<file path="config.mk">
export PLATFORM = sky130hd
export DESIGN_NAME = led_color_command_parser
export DESIGN_NICKNAME = d
export VERILOG_FILES = /design/src/lccp_pkg.sv /design/src/lccp_emitter.sv /design/src/led_color_command_parser.sv
export SDC_FILE = /design/constraint.sdc
export NUM_CORES = 1
export LEC_CHECK = 0
export BUFFER_PORTS_ARGS = -buffer_cell sky130_fd_sc_hd__buf_4
export CAP_MARGIN = 20
export CORE_ASPECT_RATIO = 0.9
export CORE_MARGIN = 4
export CORE_UTILIZATION = 47
export DETAILED_ROUTE_END_ITERATION = 12
export PLACE_DENSITY = 0.71
export SYNTH_ARGS = -nofsm -noshare
export SYNTH_HDL_FRONTEND = slang
export SYNTH_SLANG_ARGS = --single-unit
</file>
<file path="constraint.sdc">
create_clock -name clk -period 6.9 [get_ports clk]
set_input_delay 1.38 -clock clk [delete_from_list [all_inputs] [get_ports clk]]
set_output_delay 1.38 -clock clk [all_outputs]
set_load 0.01 [all_outputs]
</file>
<file path="src/lccp_pkg.sv">
`timescale 1ns / 1ps
`default_nettype none
// ----------------------------------------------------------------------------
// lccp_pkg: shared types and constants for the LED color command parser
// Request kinds for the result sequencer, line limits, message tables and
// the color wheel.
// ----------------------------------------------------------------------------
package lccp_pkg;

	localparam int LINE_LIMIT  = 64;
	localparam int LEN_W       = $clog2(LINE_LIMIT);
	localparam int STORE_DEPTH = 12;
	localparam int STORE_AW    = $clog2(STORE_DEPTH);
	localparam int NUM_LEDS    = 3;
	localparam int POS_W       = 4;

	localparam logic [7:0] CH_BS    = 8'h7F;
	localparam logic [7:0] CH_CR    = 8'h0D;
	localparam logic [7:0] CH_LF    = 8'h0A;
	localparam logic [7:0] CH_BACK  = 8'h08;
	localparam logic [7:0] CH_SPACE = 8'h20;

	localparam logic [7:0] RAINBOW_CMD [STORE_DEPTH] = '{
		8'h23, 8'h46, 8'h55, 8'h4C, 8'h4C, 8'h52,
		8'h41, 8'h49, 8'h4E, 8'h42, 8'h4F, 8'h57
	};

	typedef enum logic [2:0] {
		K_ECHO,
		K_BS,
		K_LEDS,
		K_CR_LEDS,
		K_CR_BAD
	} kind_t;

	typedef struct packed {
		kind_t       kind;
		logic [7:0]  ch;
		logic [23:0] c6;
		logic [23:0] c7;
		logic [23:0] c8;
	} emit_req_t;

	function automatic logic [7:0] bad_char(input logic [POS_W-1:0] idx);
		logic [7:0] c;
		unique case (idx)
			4'd0:    c = 8'h77;
			4'd1:    c = 8'h72;
			4'd2:    c = 8'h6F;
			4'd3:    c = 8'h6E;
			4'd4:    c = 8'h67;
			4'd5:    c = 8'h20;
			4'd6:    c = 8'h66;
			4'd7:    c = 8'h6F;
			4'd8:    c = 8'h72;
			4'd9:    c = 8'h6D;
			4'd10:   c = 8'h61;
			4'd11:   c = 8'h74;
			4'd12:   c = CH_CR;
			4'd13:   c = CH_LF;
			default: c = 8'h00;
		endcase
		return c;
	endfunction

	function automatic logic [POS_W-1:0] last_pos(input kind_t kind);
		logic [POS_W-1:0] p;
		unique case (kind)
			K_ECHO:    p = POS_W'(0);
			K_BS:      p = POS_W'(2);
			K_LEDS:    p = POS_W'(0);
			K_CR_LEDS: p = POS_W'(2);
			K_CR_BAD:  p = POS_W'(15);
			default:   p = POS_W'(0);
		endcase
		return p;
	endfunction

	function automatic logic [7:0] script_char(input kind_t kind,
			input logic [POS_W-1:0] pos, input logic [7:0] ch);
		logic [7:0] c;
		unique case (kind)
			K_ECHO: c = ch;
			K_BS:   c = (pos == POS_W'(1)) ? CH_SPACE : CH_BACK;
			K_CR_LEDS, K_CR_BAD: begin
				if (pos == POS_W'(0))
					c = CH_CR;
				else if (pos == POS_W'(1))
					c = CH_LF;
				else
					c = bad_char(POS_W'(pos - POS_W'(2)));
			end
			default: c = 8'h00;
		endcase
		return c;
	endfunction

	// returns {ok, nibble}
	function automatic logic [4:0] hex_val(input logic [7:0] ch);
		logic [4:0] r;
		if (ch >= 8'h30 && ch <= 8'h39)
			r = {1'b1, 4'(ch - 8'h30)};
		else if (ch >= 8'h61 && ch <= 8'h66)
			r = {1'b1, 4'(ch - 8'h57)};
		else
			r = 5'd0;
		return r;
	endfunction

	function automatic logic [23:0] wheel_color(input logic [7:0] pos);
		logic [7:0]  p;
		logic [7:0]  q;
		logic [9:0]  t;
		logic [23:0] c;
		p = ~pos;
		if (p < 8'd85) begin
			t = 10'(p) * 10'd3;
			c = {8'(10'd255 - t), 8'h00, t[7:0]};
		end else if (p < 8'd170) begin
			q = 8'(p - 8'd85);
			t = 10'(q) * 10'd3;
			c = {8'h00, t[7:0], 8'(10'd255 - t)};
		end else begin
			q = 8'(p - 8'd170);
			t = 10'(q) * 10'd3;
			c = {t[7:0], 8'(10'd255 - t), 8'h00};
		end
		return c;
	endfunction

endpackage
`default_nettype wire

</file>
<file path="src/lccp_emitter.sv">
`timescale 1ns / 1ps
`default_nettype none
// ----------------------------------------------------------------------------
// lccp_emitter: result sequencer
// Holds one request and plays out its characters and color push, one result
// per accepted output transfer.
// ----------------------------------------------------------------------------
module lccp_emitter
	import lccp_pkg::*;
(
	input  wire logic        clk,
	input  wire logic        arst_n,
	input  wire logic        load,
	input  wire emit_req_t   req,
	output logic             free,
	output logic             out_valid,
	input  wire logic        out_ready,
	output logic             tx_valid,
	output logic [7:0]       tx_byte,
	output logic             leds_valid,
	output logic [23:0]      led_six_color,
	output logic [23:0]      led_seven_color,
	output logic [23:0]      led_eight_color,
	output logic             last
);

	logic             em_valid_q;
	emit_req_t        req_q;
	logic [POS_W-1:0] pos_q;
	logic             is_leds;

	assign last      = (pos_q == last_pos(req_q.kind));
	assign out_valid = em_valid_q;
	assign free      = !em_valid_q || (out_ready && last);

	assign is_leds    = (req_q.kind == K_LEDS) ||
		(req_q.kind == K_CR_LEDS && pos_q == POS_W'(2));
	assign leds_valid = is_leds;
	assign tx_valid   = !is_leds;
	assign tx_byte    = is_leds ? 8'h00 : script_char(req_q.kind, pos_q, req_q.ch);
	assign led_six_color   = is_leds ? req_q.c6 : 24'd0;
	assign led_seven_color = is_leds ? req_q.c7 : 24'd0;
	assign led_eight_color = is_leds ? req_q.c8 : 24'd0;

	always_ff @(posedge clk or negedge arst_n) begin
		if (!arst_n) begin
			em_valid_q <= 1'b0;
			pos_q      <= '0;
		end else if (load) begin
			em_valid_q <= 1'b1;
			pos_q      <= '0;
		end else if (em_valid_q && out_ready) begin
			if (last)
				em_valid_q <= 1'b0;
			else
				pos_q <= POS_W'(pos_q + POS_W'(1));
		end
	end

	always_ff @(posedge clk) begin
		if (load)
			req_q <= req;
	end

`ifndef SYNTHESIS
	a_pos_range: assert property (@(posedge clk) disable iff (!arst_n)
		em_valid_q |-> pos_q <= last_pos(req_q.kind))
		else $error("sequencer position past end of request");

	a_load_free: assert property (@(posedge clk) disable iff (!arst_n)
		load |-> free)
		else $error("request loaded while sequencer busy");

	a_one_kind: assert property (@(posedge clk) disable iff (!arst_n)
		em_valid_q && is_leds |-> tx_byte == 8'h00)
		else $error("color push carries a character");

	a_step: assert property (@(posedge clk) disable iff (!arst_n)
		em_valid_q && out_ready && !last && !load |=> em_valid_q &&
			pos_q == POS_W'($past(pos_q) + POS_W'(1)))
		else $error("sequencer did not advance");
`endif

endmodule
`default_nettype wire

</file>
<file path="src/led_color_command_parser.sv">
`timescale 1ns / 1ps
`default_nettype none
// ----------------------------------------------------------------------------
// led_color_command_parser: serial command line editor and LED color control
// Input requests carry a received byte (mode 0) or a 20 ms tick (mode 1).
// Output requests carry either one character to transmit or a push of the
// three LED colors; last marks the final result of an input request.
//
// An accepted request sits in an input register until it can advance; then
// its state update is done and its results are handed to the sequencer,
// which emits one result per cycle while out_ready is high. The first result
// is offered once the request has passed the input register and been loaded
// into the sequencer. While out_ready is high, a request that yields at most
// one result keeps up with one request per cycle; a request with several
// results holds the input side until its last result is taken (up to 16 for a
// rejected line). Requests with no result never wait. When the receiver
// stalls, the current result holds and the input register fills, then
// in_ready drops. Reset clears the line, the stored colors (to black) and the
// color wheel, and empties both stages.
// ----------------------------------------------------------------------------
module led_color_command_parser
	import lccp_pkg::*;
(
	input  wire logic        clk,
	input  wire logic        arst_n,
	input  wire logic        in_valid,
	output logic             in_ready,
	input  wire logic        mode,
	input  wire logic [7:0]  rx_byte,
	output logic             out_valid,
	input  wire logic        out_ready,
	output logic             tx_valid,
	output logic [7:0]       tx_byte,
	output logic             leds_valid,
	output logic [23:0]      led_six_color,
	output logic [23:0]      led_seven_color,
	output logic [23:0]      led_eight_color,
	output logic             last
);

	logic             valid_s1;
	logic             mode_s1;
	logic [7:0]       byte_s1;

	logic [7:0]       line_q [STORE_DEPTH];
	logic [LEN_W-1:0] line_len_q;
	logic [23:0]      colors_q [NUM_LEDS];
	logic             rainbow_q;
	logic [7:0]       wheel_q;

	logic             free;
	logic             has_res;
	logic             advance;
	emit_req_t        req;

	logic             rainbow_match;
	logic             color_match;
	logic             len_nine;
	logic [4:0]       hx [6];
	logic             hex_ok;
	logic [23:0]      new_color;
	logic [1:0]       led_sel;
	logic [23:0]      wc_now;
	logic [23:0]      wc_zero;

	logic             set_len;
	logic [LEN_W-1:0] len_d;
	logic             wr_store;
	logic             wr_color;
	logic             set_rainbow;
	logic             rainbow_d;
	logic             set_wheel;
	logic [7:0]       wheel_d;

	always_comb begin
		rainbow_match = (line_len_q == LEN_W'(STORE_DEPTH));
		for (int i = 0; i < STORE_DEPTH; i++)
			if (line_q[i] != RAINBOW_CMD[i])
				rainbow_match = 1'b0;
	end

	always_comb begin
		hex_ok = 1'b1;
		for (int i = 0; i < 6; i++) begin
			hx[i] = hex_val(line_q[i+1]);
			if (!hx[i][4])
				hex_ok = 1'b0;
		end
	end

	assign new_color = {hx[0][3:0], hx[1][3:0], hx[2][3:0],
		hx[3][3:0], hx[4][3:0], hx[5][3:0]};
	assign len_nine  = (line_len_q == LEN_W'(9)) ||
		(line_len_q > LEN_W'(9) && line_q[9] == 8'h00);
	assign color_match = len_nine && line_q[0] == 8'h23 && line_q[7] == 8'h44 &&
		line_q[8] >= 8'h36 && line_q[8] <= 8'h38 && hex_ok;
	assign led_sel = 2'(line_q[8] - 8'h36);
	assign wc_now  = wheel_color(wheel_q);
	assign wc_zero = wheel_color(8'd0);

	always_comb begin
		has_res     = 1'b0;
		req.kind    = K_ECHO;
		req.ch      = byte_s1;
		req.c6      = colors_q[0];
		req.c7      = colors_q[1];
		req.c8      = colors_q[2];
		set_len     = 1'b0;
		len_d       = line_len_q;
		wr_store    = 1'b0;
		wr_color    = 1'b0;
		set_rainbow = 1'b0;
		rainbow_d   = 1'b0;
		set_wheel   = 1'b0;
		wheel_d     = 8'(wheel_q + 8'd1);
		priority if (mode_s1) begin
			if (rainbow_q) begin
				has_res   = 1'b1;
				req.kind  = K_LEDS;
				req.c6    = wc_now;
				req.c7    = wc_now;
				req.c8    = wc_now;
				set_wheel = 1'b1;
			end
		end else if (rainbow_q) begin
			has_res     = 1'b1;
			req.kind    = K_LEDS;
			set_rainbow = 1'b1;
		end else if (byte_s1 == CH_BS) begin
			if (line_len_q != '0) begin
				has_res  = 1'b1;
				req.kind = K_BS;
				set_len  = 1'b1;
				len_d    = LEN_W'(line_len_q - LEN_W'(1));
			end
		end else if (byte_s1 == CH_CR) begin
			has_res = 1'b1;
			set_len = 1'b1;
			len_d   = '0;
			if (rainbow_match) begin
				req.kind    = K_CR_LEDS;
				req.c6      = wc_zero;
				req.c7      = wc_zero;
				req.c8      = wc_zero;
				set_rainbow = 1'b1;
				rainbow_d   = 1'b1;
				set_wheel   = 1'b1;
				wheel_d     = 8'd1;
			end else if (color_match) begin
				req.kind = K_CR_LEDS;
				wr_color = 1'b1;
				if (led_sel == 2'd0) req.c6 = new_color;
				if (led_sel == 2'd1) req.c7 = new_color;
				if (led_sel == 2'd2) req.c8 = new_color;
			end else begin
				req.kind = K_CR_BAD;
			end
		end else begin
			if (line_len_q < LEN_W'(LINE_LIMIT - 1)) begin
				has_res  = 1'b1;
				req.kind = K_ECHO;
				set_len  = 1'b1;
				len_d    = LEN_W'(line_len_q + LEN_W'(1));
				wr_store = (line_len_q < LEN_W'(STORE_DEPTH));
			end
		end
	end

	assign advance  = valid_s1 && (!has_res || free);
	assign in_ready = !valid_s1 || advance;

	always_ff @(posedge clk or negedge arst_n) begin
		if (!arst_n) begin
			valid_s1   <= 1'b0;
			line_len_q <= '0;
			rainbow_q  <= 1'b0;
			wheel_q    <= 8'd0;
			for (int i = 0; i < NUM_LEDS; i++)
				colors_q[i] <= 24'd0;
		end else begin
			if (in_ready)
				valid_s1 <= in_valid;
			if (advance) begin
				if (set_len)
					line_len_q <= len_d;
				if (set_rainbow)
					rainbow_q <= rainbow_d;
				if (set_wheel)
					wheel_q <= wheel_d;
				if (wr_color)
					colors_q[led_sel] <= new_color;
			end
		end
	end

	always_ff @(posedge clk) begin
		if (in_ready && in_valid) begin
			mode_s1 <= mode;
			byte_s1 <= rx_byte;
		end
		if (advance && wr_store)
			line_q[line_len_q[STORE_AW-1:0]] <= byte_s1;
	end

	lccp_emitter u_emitter (
		.clk             (clk),
		.arst_n          (arst_n),
		.load            (advance && has_res),
		.req             (req),
		.free            (free),
		.out_valid       (out_valid),
		.out_ready       (out_ready),
		.tx_valid        (tx_valid),
		.tx_byte         (tx_byte),
		.leds_valid      (leds_valid),
		.led_six_color   (led_six_color),
		.led_seven_color (led_seven_color),
		.led_eight_color (led_eight_color),
		.last            (last)
	);

endmodule
`default_nettype wire

</file>
==> results.sh <==
export IMPL_pre_cts_slack_ps=2517
export IMPL_power_net_switching_mw=1.758
export IMPL_insertion_delay_ps=560
export IMPL_fin_tns_setup_ps=0
export IMPL_run_status="finished, final reports clean"
export IMPL_min_delay_path_class="flop to flop"
export IMPL_cts_resized=0
export IMPL_dieArea_um2=36630
export IMPL_grt_pass1_vias=11840
export IMPL_dp_hpwl_um=31400
export IMPL_synth_area_leader_cell="sky130_fd_sc_hd__edfxtp_1"
export IMPL_synth_xor_area_share_pct=2.248
export IMPL_power_per_cell_area_nw_per_um2=297.1
export IMPL_synthesis_yosys_warnings=0
export IMPL_p_sw_share_pct=33.13
export IMPL_timing_slew_headroom_pct=28.49
export IMPL_grt_max_degree=88
export IMPL_timing_final_hold_violations=0
export IMPL_synth_cells=1535
export IMPL_area_growth_syn_to_layout_pct=12.98
export IMPL_fin_crit_sh_pct=65.36
export IMPL_critPathRequiredTime_ps=7330
export IMPL_clk_path_buf_depth=3
export IMPL_timing_final_setup_violations=0
export IMPL_wire_length_of_the_first_global_routing_pass_um=68360
export IMPL_drc=0
export IMPL_antenna_found_initial=0
export IMPL_synth_async_reset_ratio_pct=33.10
export IMPL_synth_simple_area_share_pct=18.13
export IMPL_post_cts_setup_buffers=0
export IMPL_totalPowerFinal_mw=5.306
export IMPL_yosys_top_cells_area="sky130_fd_sc_hd__edfxtp_1, sky130_fd_sc_hd__dfrtp_1, sky130_fd_sc_hd__ha_1, sky130_fd_sc_hd__nand2_1, sky130_fd_sc_hd__a21oi_1"
export IMPL_i_o_pin_total=98
export IMPL_clock_tree_from_tritoncts="done"
export IMPL_layout_drive_gt1_share_pct=12.11
export IMPL_nets=1682
export IMPL_synth_enable_flop_cells=188
export IMPL_root_buffer="sky130_fd_sc_hd__clkbuf_16"
export IMPL_synth_top_family_by_area="compound AO/OA/AOI/OAI gates"
export IMPL_cp_arrival_ps=4930
export IMPL_gp_routability_congestion=0.9529
export IMPL_globalRouteTotalUtil_pct=23.31
export IMPL_dp_cells=1986
export IMPL_share_seq_of_total_power_pct=39.7
export IMPL_layout_setup_ws_ps=2390
export IMPL_chipHeight_um=182.0
export IMPL_detail_route_first_pass_iterations=6
export IMPL_port_buffers=97
export IMPL_layout_cells_most_common="sky130_fd_sc_hd__edfxtp_1"
export IMPL_post_synth_top_area_fraction_pct=35.72
export IMPL_irDropWorstVdd_mv=0.2139
export IMPL_route_detailed_wl_per_inst_um=21.75
export IMPL_fmax_mhz=221.7
export IMPL_core_rowCount=63
export IMPL_final_cell_mix="sky130_fd_sc_hd__edfxtp_1, sky130_fd_sc_hd__nand2_1, sky130_fd_sc_hd__a21oi_1"
export IMPL_worst_pin_slew_ps=1064
export IMPL_postSynthNetCount=1621
export IMPL_internal_portion_of_total_power_mw=3.548
export IMPL_synth_seq_area_share_pct=50.44
export IMPL_synth_seq_cells=281
export IMPL_post_synth_num_cell_types=91
export IMPL_rsz0062_at_grt="false"
export IMPL_drv_slew=0
export IMPL_timing_critical_path_from_type="flop"
export IMPL_kind_of_capture_point_of_the_worst_setup_path="flop"
export IMPL_n_antenna_cell=0
export IMPL_cell_area_after_synthesis_um2=15810
export IMPL_crit_fanout=25
export IMPL_drv_cap=0
export IMPL_standby_leakage_power_nw=7.034
export IMPL_cts_buffers=28
export IMPL_final_instance_count_excl_fill=2040
export IMPL_grt_overflow=0
export IMPL_vias=12810
export IMPL_worst_setup_hold_path_clk_slew_ps=60
export IMPL_path_class="flop to flop"
export IMPL_numClockSinks=281
export IMPL_post_route_min_period_ps=4510
export IMPL_pwr_share_comb_pct=29.4
export IMPL_finClkSkew_ps=26.87
export IMPL_dieWidth_um=201.3
export IMPL_antenna_left=0
export IMPL_maximum_level_of_the_cts_h_tree=1
export IMPL_postCtsHoldBufs=0
export IMPL_initialDrtViolationCount=1484
export IMPL_post_synth_fa_ha_maj_area_fraction_pct=5.874
export IMPL_syn_avg_cell_area_um2=10.30
export IMPL_power_frac_clock_pct=30.9
export IMPL_start_util_pct=47.85
export IMPL_multiplexer_share_of_the_synthesized_area_pct=1.243
export IMPL_drt_total_wl_um=44360
export IMPL_avg_vias_per_cell=6.277
export IMPL_compound_gate_fraction_of_synth_area_pct=18.90
export IMPL_yosys_most_used_dff="sky130_fd_sc_hd__edfxtp_1"
export IMPL_floorplan_core_area_um2=33030
-- through the flow --
stage	cell area [um2]	utilization, %	hold slack, ps
2_1_floorplan	15810	-	449.9
3_3_place_gp	16830	50.95	463.4
3_5_place_dp	16830	50.95	471.9
4_1_cts	17820	53.95	485.6
5_1_grt	17860	54.07	512.9
6_report	17860	54.07	482.1
-- worst paths after layout --
path | startpoint | to | slack, ps | depth (start not counted)
max in group asynchronous | arst_n | colors_q[42]$_DFFE_PN0P_ | 4870 | 2
min in group asynchronous | arst_n | colors_q[54]$_DFFE_PN0P_ | 720 | 1
min reg2reg | colors_q[70]$_DFFE_PN0P_ | colors_q[70]$_DFFE_PN0P_ | 480 | 2
max reg2reg | line_q[1][1]$_DFFE_PP_ | colors_q[3]$_DFFE_PN0P_ | 2390 | 11
max | line_q[1][1]$_DFFE_PP_ | colors_q[3]$_DFFE_PN0P_ | 2390 | 11
min | colors_q[70]$_DFFE_PN0P_ | colors_q[70]$_DFFE_PN0P_ | 480 | 2
-- flip-flops by register name, summed over array words and instances (netlist names) --
| signal | cells |
|---|---|
| line_q | 96 |
| u_emitter.req_q | 83 |
| colors_q | 72 |
| byte_s1 | 8 |
| wheel_q | 8 |
| line_len_q | 6 |
| u_emitter.pos_q | 4 |
| mode_s1 | 1 |
| rainbow_q | 1 |
| u_emitter.out_valid | 1 |
| valid_s1 | 1 |
-- layout make-up --
cell class	instances	area, um2
Clock buffer	34	744.5
Sequential cell	281	7973
Inverter	44	165.2
Clock inverter	18	245.2
Fill cell	2781	15170
Tap cell	422	528.0
Timing Repair Buffer	110	850.8
Multi-Input combinational cell	1131	7351
-- cell usage after synthesis (37+ instances only) --
cell                       instances
sky130_fd_sc_hd__nand2_1         174
sky130_fd_sc_hd__edfxtp_1        188
sky130_fd_sc_hd__o21ai_1          54
sky130_fd_sc_hd__and3_1           86
sky130_fd_sc_hd__inv_1            44
sky130_fd_sc_hd__o21ai_0          77
sky130_fd_sc_hd__nor2_1          103
sky130_fd_sc_hd__clkbuf_1         62
sky130_fd_sc_hd__dfrtp_1          93
sky130_fd_sc_hd__a211oi_1         37
sky130_fd_sc_hd__ha_1             71
sky130_fd_sc_hd__a21oi_1         110
-- routing by layer --
| layer | share of wire (%) | vias to the layer above | wire length (um) | GRT usage [%] |
|---|---|---|---|---|
| met1 | 43 | 6177 | 18970 | 33.14 |
| li1 | - | 5904 | - | - |
| met5 | 0 | - | 0 | 0 |
| met2 | 46 | 628 | 20290 | 37.06 |
| met3 | 8.3 | 97 | 3697 | 4.036 |
| met4 | 3.2 | 0 | 1408 | 6.780 |
-- cells by family after synthesis --
kind of cell / Yosys count
XOR/XNOR: 39
AO/OA/AOI/OAI: 458
flip-flops: 281
multiplexers: 19
buffers and inverters: 123
adder cells (fa/ha/maj): 73
AND/OR/NAND/NOR: 542
-- power groups by stage --
stage | Sequential (mW) | Clock (mW) | Combinational (mW)
finish | 2.11 | 1.64 | 1.56
global route | 2.13 | 1.73 | 1.70
CTS | 2.11 | 1.66 | 1.52
detailed placement | 2.14 | 0 | 1.50
global placement | 2.14 | 0 | 1.46
floorplan | 2.07 | 0 | 1.10
-- critical path, cell delays in order (launching register included) --
cell,delay (ps)
sky130_fd_sc_hd__edfxtp_1,490
sky130_fd_sc_hd__inv_1,140
sky130_fd_sc_hd__ha_1,180
sky130_fd_sc_hd__o21bai_1,100
sky130_fd_sc_hd__a2111oi_2,680
sky130_fd_sc_hd__a41o_1,420
sky130_fd_sc_hd__or4b_4,570
sky130_fd_sc_hd__nor4_4,410
sky130_fd_sc_hd__nand3b_1,710
sky130_fd_sc_hd__buf_4,500
sky130_fd_sc_hd__nand2_1,120
sky130_fd_sc_hd__o21ai_2,60
Power figures use the tool's default switching activity.
